<file path="src/rtl/efw_pkg.sv">
// Shared types and codes for the event flag wait unit.
`timescale 1ns / 1ps
package efw_pkg;

  typedef enum logic [1:0] {
    CMD_RESET = 2'd0,
    CMD_POST  = 2'd1,
    CMD_WAIT  = 2'd2,
    CMD_TICK  = 2'd3
  } cmd_t;

  typedef enum logic [1:0] {
    ST_OK        = 2'd0,
    ST_ZERO_MASK = 2'd1,
    ST_TIMEOUT   = 2'd2,
    ST_BUSY      = 2'd3
  } status_t;

  typedef enum logic [2:0] {
    PH_START   = 3'b001,
    PH_WAITING = 3'b010,
    PH_TIMEOUT = 3'b100
  } phase_t;

  localparam int OPT_ALL   = 0;
  localparam int OPT_ANY   = 1;
  localparam int OPT_CLEAR = 2;

  typedef struct packed {
    cmd_t        command;
    logic [31:0] flag_mask;
    logic [2:0]  wait_option;
    logic [15:0] wait_ms;
  } item_t;

  typedef struct packed {
    status_t     status;
    logic [31:0] matched_flags;
  } result_t;

endpackage

</file>
<file path="src/rtl/efw_in_stage.sv">
// Input register stage holding one command item.
`timescale 1ns / 1ps
module efw_in_stage (
  input  logic          clk,
  input  logic          rst_n,
  input  logic          in_valid,
  output logic          in_ready,
  input  efw_pkg::item_t in_item,
  output logic          item_valid,
  input  logic          item_ready,
  output efw_pkg::item_t item
);
  import efw_pkg::*;

  logic  valid_r;
  logic  valid_nxt;
  item_t item_r;

  assign in_ready   = !valid_r || item_ready;
  assign item_valid = valid_r;
  assign item       = item_r;

  always_comb begin
    valid_nxt = valid_r;
    if (in_ready) begin
      valid_nxt = in_valid;
    end
  end

  always_ff @(posedge clk) begin
    if (!rst_n) begin
      valid_r <= 1'b0;
    end else begin
      valid_r <= valid_nxt;
    end
  end

  always_ff @(posedge clk) begin
    if (in_valid && in_ready) begin
      item_r <= in_item;
    end
  end

endmodule

</file>
<file path="src/rtl/efw_core.sv">
// Flag group state, command execution and result register.
`timescale 1ns / 1ps
module efw_core #(
  parameter int FLAG_BITS  = 32,
  parameter int TIMER_BITS = 16
) (
  input  logic             clk,
  input  logic             rst_n,
  input  logic             item_valid,
  output logic             item_ready,
  input  efw_pkg::item_t   item,
  output logic             out_valid,
  input  logic             out_ready,
  output efw_pkg::result_t result
);
  import efw_pkg::*;

  localparam logic [32:0] TMAX = (33'd1 << TIMER_BITS) - 33'd1;

  logic [FLAG_BITS-1:0]  flag_r, flag_nxt;
  phase_t                phase_r, phase_nxt;
  logic [TIMER_BITS-1:0] tl_r, tl_nxt;
  logic                  out_valid_r;
  result_t               res_r, res_nxt;

  logic [FLAG_BITS-1:0]  mask;
  logic [FLAG_BITS-1:0]  masked;
  logic [TIMER_BITS-1:0] tl_load;
  logic                  hit;
  logic                  fire;

  assign item_ready = !out_valid_r || out_ready;
  assign fire       = item_valid && item_ready;
  assign out_valid  = out_valid_r;
  assign result     = res_r;

  assign mask    = FLAG_BITS'(item.flag_mask);
  assign masked  = flag_r & mask;
  assign tl_load = ({17'd0, item.wait_ms} > TMAX) ? TIMER_BITS'(TMAX)
                                                  : TIMER_BITS'(item.wait_ms);

  always_comb begin
    if (item.wait_option[OPT_ALL]) begin
      hit = (masked == mask);
    end else if (item.wait_option[OPT_ANY]) begin
      hit = (masked != '0);
    end else begin
      hit = 1'b0;
    end
  end

  always_comb begin
    flag_nxt              = flag_r;
    phase_nxt             = phase_r;
    tl_nxt                = tl_r;
    res_nxt.status        = ST_OK;
    res_nxt.matched_flags = '0;
    unique case (item.command)
      CMD_RESET: begin
        flag_nxt  = '0;
        phase_nxt = PH_START;
      end
      CMD_POST: begin
        if (mask == '0) begin
          res_nxt.status = ST_ZERO_MASK;
        end else begin
          flag_nxt = flag_r | mask;
        end
      end
      CMD_WAIT: begin
        if (mask == '0) begin
          res_nxt.status = ST_ZERO_MASK;
        end else if (hit) begin
          phase_nxt             = PH_START;
          res_nxt.matched_flags = 32'(masked);
          if (item.wait_option[OPT_CLEAR]) begin
            flag_nxt = flag_r & ~mask;
          end
        end else if (item.wait_ms == '0) begin
          res_nxt.status = ST_TIMEOUT;
        end else begin
          unique case (phase_r)
            PH_WAITING: begin
              res_nxt.status = ST_BUSY;
              if (tl_r == '0) begin
                phase_nxt = PH_TIMEOUT;
              end
            end
            PH_TIMEOUT: begin
              res_nxt.status = ST_TIMEOUT;
              phase_nxt      = PH_START;
            end
            default: begin
              res_nxt.status = ST_BUSY;
              tl_nxt         = tl_load;
              phase_nxt      = PH_WAITING;
            end
          endcase
        end
      end
      default: begin
        if (tl_r != '0) begin
          tl_nxt = tl_r - TIMER_BITS'(1);
        end
      end
    endcase
  end

  always_ff @(posedge clk) begin
    if (!rst_n) begin
      flag_r      <= '0;
      phase_r     <= PH_START;
      tl_r        <= '0;
      out_valid_r <= 1'b0;
    end else begin
      if (fire) begin
        flag_r  <= flag_nxt;
        phase_r <= phase_nxt;
        tl_r    <= tl_nxt;
      end
      if (item_ready) begin
        out_valid_r <= item_valid;
      end
    end
  end

  always_ff @(posedge clk) begin
    if (fire) begin
      res_r <= res_nxt;
    end
  end

endmodule

</file>
<file path="src/rtl/event_flag_wait_unit_top.sv">
// Event flag wait unit: event-flag group with polled waiting and timeout.
//
// Input channel (in_*): one command item per handshake. in_tuser carries the
// command (reset group, post, wait poll, tick); in_tdata carries the mask,
// wait options and timeout. Every item produces exactly one result item on
// the output channel (out_*): out_tuser is the status, out_tdata the matched
// flags of a successful wait (zero otherwise).
// Each item passes the input register, then the flag/phase/timer update and
// the result register, before its result can be taken on the output channel.
// Throughput is one item per cycle; both registers advance together so a new
// item is accepted every cycle while out_tready is high.
// When out_tready is low the result register holds; a full input register
// drops in_tready in the same cycle, an empty one still takes one more item
// and then drops in_tready until the result is taken.
// Synchronous reset (rst_n low) clears the flags, timer and wait phase and
// empties both registers.
`timescale 1ns / 1ps
module event_flag_wait_unit_top #(
  parameter int FLAG_BITS  = 32,
  parameter int TIMER_BITS = 16
) (
  input  logic        clk,
  input  logic        rst_n,
  input  logic        in_tvalid,
  output logic        in_tready,
  input  logic [55:0] in_tdata,   // flag_mask[31:0], wait_option[34:32], wait_ms[50:35]
  input  logic [1:0]  in_tuser,   // command[1:0]
  output logic        out_tvalid,
  input  logic        out_tready,
  output logic [31:0] out_tdata,  // matched_flags[31:0]
  output logic [1:0]  out_tuser   // status[1:0]
);
  import efw_pkg::*;

  item_t   in_item;
  item_t   item;
  logic    item_valid;
  logic    item_ready;
  result_t result;

  assign in_item.command     = cmd_t'(in_tuser);
  assign in_item.flag_mask   = in_tdata[31:0];
  assign in_item.wait_option = in_tdata[34:32];
  assign in_item.wait_ms     = in_tdata[50:35];

  efw_in_stage u_in (
    .clk        (clk),
    .rst_n      (rst_n),
    .in_valid   (in_tvalid),
    .in_ready   (in_tready),
    .in_item    (in_item),
    .item_valid (item_valid),
    .item_ready (item_ready),
    .item       (item)
  );

  efw_core #(
    .FLAG_BITS  (FLAG_BITS),
    .TIMER_BITS (TIMER_BITS)
  ) u_core (
    .clk        (clk),
    .rst_n      (rst_n),
    .item_valid (item_valid),
    .item_ready (item_ready),
    .item       (item),
    .out_valid  (out_tvalid),
    .out_ready  (out_tready),
    .result     (result)
  );

  assign out_tdata = result.matched_flags;
  assign out_tuser = result.status;

endmodule
</file>
<file path="config.mk">
export PLATFORM = sky130hd
export DESIGN_NAME = event_flag_wait_unit_top
export DESIGN_NICKNAME = d
export VERILOG_FILES = /design/src/rtl/efw_pkg.sv /design/src/rtl/efw_in_stage.sv /design/src/rtl/efw_core.sv /design/src/rtl/event_flag_wait_unit_top.sv
export SDC_FILE = /design/constraint.sdc
export NUM_CORES = 1
export LEC_CHECK = 0
export BUFFER_PORTS_ARGS = -buffer_cell sky130_fd_sc_hd__clkbuf_2
export CORE_ASPECT_RATIO = 0.9
export CORE_MARGIN = 1
export CORE_UTILIZATION = 55
export CTS_CLUSTER_DIAMETER = 150
export DETAILED_ROUTE_END_ITERATION = 10
export GPL_TIMING_DRIVEN = 1
export PLACE_DENSITY = 0.78
export SLEW_MARGIN = 20
export SYNTH_ARGS = -nofsm -noshare
export SYNTH_HDL_FRONTEND = slang
export SYNTH_SLANG_ARGS = --single-unit
</file>
<file path="constraint.sdc">
create_clock -name clk -period 4.24 [get_ports clk]
set_clock_uncertainty 0.05 [all_clocks]
set_input_delay 0.848 -clock clk [delete_from_list [all_inputs] [get_ports clk]]
set_output_delay 0.848 -clock clk [all_outputs]
set_load 0.02 [all_outputs]
</file>
==> impl_metrics.env <==
export IMPL_relSlewSlack_pct=38.1
export IMPL_timing_critical_path_fanout_max=9
export IMPL_ios=98
export IMPL_crit_chain="inv_1 -> ha_1 -> nor4b_1 -> and4_1 -> nor4b_2 -> inv_1 -> o21ai_1 -> a211oi_1 -> a41o_1"
export IMPL_cp_common_cell="inv_1"
export IMPL_crit_type="reg2reg"
export IMPL_h_tree_depth=4
export IMPL_p_int_w=0.00259
export IMPL_cts_root_buf="clkbuf_16"
export IMPL_min_from="u_core.tl_r[15]"
export IMPL_cts_buffers=17
export IMPL_fmax_ghz=0.331
export IMPL_worst_pin_slew_ns=0.920
export IMPL_critPathCaptureType="register"
export IMPL_final_hold_viol_count=0
export IMPL_netlist_area_um2=6300
export IMPL_grt_max_degree=49
export IMPL_cts_resized=0
export IMPL_cts_hold_buf=0
export IMPL_r2r_start="u_core.tl_r[0]"
export IMPL_hold_end="u_core.tl_r[15]"
export IMPL_synth_warning_count=0
export IMPL_hp_class="reg2reg"
export IMPL_p_sw_share_pct=26.2
export IMPL_p_per_area_nw_per_um2=473
export IMPL_antenna_left=0
export IMPL_post_route_util_pct=67.6
export IMPL_ir_drop_mv=0.368
export IMPL_status="finished clean"
export IMPL_postCtsSetupRepairBufs=0
export IMPL_post_route_period_util_pct=71.2
export IMPL_worstPathArrival_ns=3.28
export IMPL_synth_area_leaders="edfxtp_1, dfxtp_1, nand2_1, a211oi_1, a21oi_1"
export IMPL_drt_wirelength_per_cell_um=17.6
export IMPL_cp_slowest_cell="nor4b_2"
export IMPL_grt_pass1_vias=4649
export IMPL_drt_iter0_markers=786
export IMPL_yosysSeqAreaShare_pct=58.3
export IMPL_syn_inst=619
export IMPL_clk_pin_slew_ns=0.06
export IMPL_io_buffers=92
export IMPL_fp_dieW_um=115
export IMPL_die_h_um=104
export IMPL_p_sw_w=0.000920
export IMPL_leakage_nw=2.73
export IMPL_r2r_cells=9
export IMPL_num_vias=5210
export IMPL_initial_core_util_pct=57.3
export IMPL_grt_pass1_wl_mm=23.9
export IMPL_synth_top_area_share_pct=41.5
export IMPL_synth_ff_type="edfxtp_1"
export IMPL_seq_power_share_pct=45.5
export IMPL_synth_commonest_cells="nand2_1, edfxtp_1, nor2_1"
export IMPL_syn_to_final_growth_pct=17.9
export IMPL_crit_buf_inv=2
export IMPL_rows=36
export IMPL_clk_latency_ns=0.42
export IMPL_rr_endpoint="u_core.tl_r[0]"
export IMPL_max_stage_delay_ns=0.75
export IMPL_synth_most_common_cell="nand2_1"
export IMPL_setup_tns_ns=0
export IMPL_nets=767
export IMPL_setup_viol=0
export IMPL_synth_top_area_cell="edfxtp_1"
export IMPL_hpwl_mm=10.0
export IMPL_hold_path_depth=2
export IMPL_die_area_um2=11900
export IMPL_cts_buffer_depth=2
export IMPL_combPwrFrac_pct=14.4
export IMPL_rsz0062_at_grt="false"
export IMPL_synth_edff_count=87
export IMPL_ff2ff_setup_slack_ns=1.22
export IMPL_core_area_um2=11000
export IMPL_finalWeightedCongestion=0.875
export IMPL_cp_start_kind="register"
export IMPL_cts_tree="yes"
export IMPL_final_max_slew_viol_count=0
export IMPL_vias_per_cell=6.02
export IMPL_period_minus_slack_ns=3.02
export IMPL_grt_antenna_before_repair=0
export IMPL_ys_ff_latch=140
export IMPL_firstDrtPassIters=8
export IMPL_cap_violations=0
export IMPL_yosysUniqueCellTypes=56
export IMPL_syn_nets=686
export IMPL_drive_above_1_share_pct=21.2
export IMPL_p_clk_share_pct=40.0
export IMPL_cts_sinks=140
export IMPL_async_flop_share_pct=0
export IMPL_grtUsageTotal_pct=26.8
export IMPL_post_synth_cell_area_avg_um2=10.2
export IMPL_grt_overflow_total=0
export IMPL_wl_mm=15.3
export IMPL_critPathRequiredTime_ns=4.50
export IMPL_cp_top_family="simple AND/OR/NAND/NOR gates"
export IMPL_diodes=0
export IMPL_drt_drc_violations_left=0
[registers in the layout, indices dropped and copies added (netlist names)]
name,count
u_core.result,34
u_core.tl_r,16
u_core.phase_r,3
u_in.item_valid,1
u_in.item,53
u_core.out_valid,1
u_core.flag_r,32
[routing by layer]
metal  GRT usage [%]  share of wire [%]  vias up
met5               0                  0        -
met4            7.88                1.3        0
met3            9.13                 10       22
met2            37.9                 44      316
met1            39.1                 44     2422
li1                -                  -     2450
[power by group through the flow]
stage	registers, W	clock network [W]	logic, W
floorplan	0.00162	0	0.000353
global placement	0.00162	0	0.000478
detailed placement	0.00162	0	0.000493
finish	0.00160	0.00141	0.000507
CTS	0.00159	0.00142	0.000498
global route	0.00161	0.00148	0.000559
[how the worst max path moves through the flow]
stage,start,to,slack [ns],cells past startpoint
final,u_core.tl_r[0],u_core.tl_r[0],1.22,9
after global routing,u_in.item[43],u_core.flag_r[16],1.00,8
after CTS,u_core.tl_r[0],u_core.tl_r[0],1.29,9
after detailed placement,out_tready,u_core.tl_r[0],1.12,8
after global placement,out_tready,u_core.tl_r[0],1.19,8
after floorplan,out_tready,u_core.tl_r[10],0.99,9
[worst register-to-register path: cells and delay by family, from the launching register on]
kind | cells | cell delay (ns)
buffers and inverters | 2 | 0.36
AND/OR/NAND/NOR | 3 | 1.11
flip-flops | 1 | 0.37
adder cells (fa/ha/maj) | 1 | 0.21
AO/OA/AOI/OAI | 3 | 0.81
[layout by cell type, fill, tap and decap left out, drive strengths merged, types with 3 or more instances in the layout]
master,instances
clkinv,4
a31o,6
and2,3
nor2,58
and3,3
a21oi,50
nor4b,3
a211oi,33
edfxtp,87
o2111ai,5
nor3,8
o22ai,7
nand4,19
dfxtp,53
a22o,3
nand2,90
nor4,22
ha,5
o21ai,43
inv,31
nand2b,14
o31ai,12
clkbuf,116
o41ai,3
buf,7
[per-stage QoR]
step | std cells | area [µm²] | hold slack, ns | total power [W] | worst slack, ns
final | 865 | 7420 | 0.464 | 0.00351 | 1.22
after global routing | 865 | 7420 | 0.488 | 0.00365 | 1.00
after CTS | 865 | 7410 | 0.465 | 0.00351 | 1.29
after detailed placement | 833 | 6860 | 0.454 | 0.00212 | 1.12
after global placement | 833 | 6860 | 0.438 | 0.00210 | 1.19
after floorplan | 619 | 6300 | 0.423 | 0.00197 | 0.994
[cell type report]
class | count | area, µm²
Fill cell | 861 | 3570
Multi-Input combinational cell | 411 | 2360
Tap cell | 152 | 190
Clock buffer | 24 | 462
Clock inverter | 8 | 92.6
Sequential cell | 140 | 3670
Inverter | 31 | 116
Timing Repair Buffer | 99 | 526
[kinds of logic (layout without fill, tap and decap cells)]
family | after synthesis | count (layout) | synth area share [%]
compound gates | 174 | 174 | 18.1
xor+xnor | 1 | 1 | 0.139
flops | 140 | 140 | 58.3
mux | 1 | 1 | 0.159
simple gates | 230 | 230 | 17.9
buf+inv | 68 | 162 | 4.41
fa+ha+maj | 5 | 5 | 0.993
No activity file was read; power rests on OpenSTA's default activity.
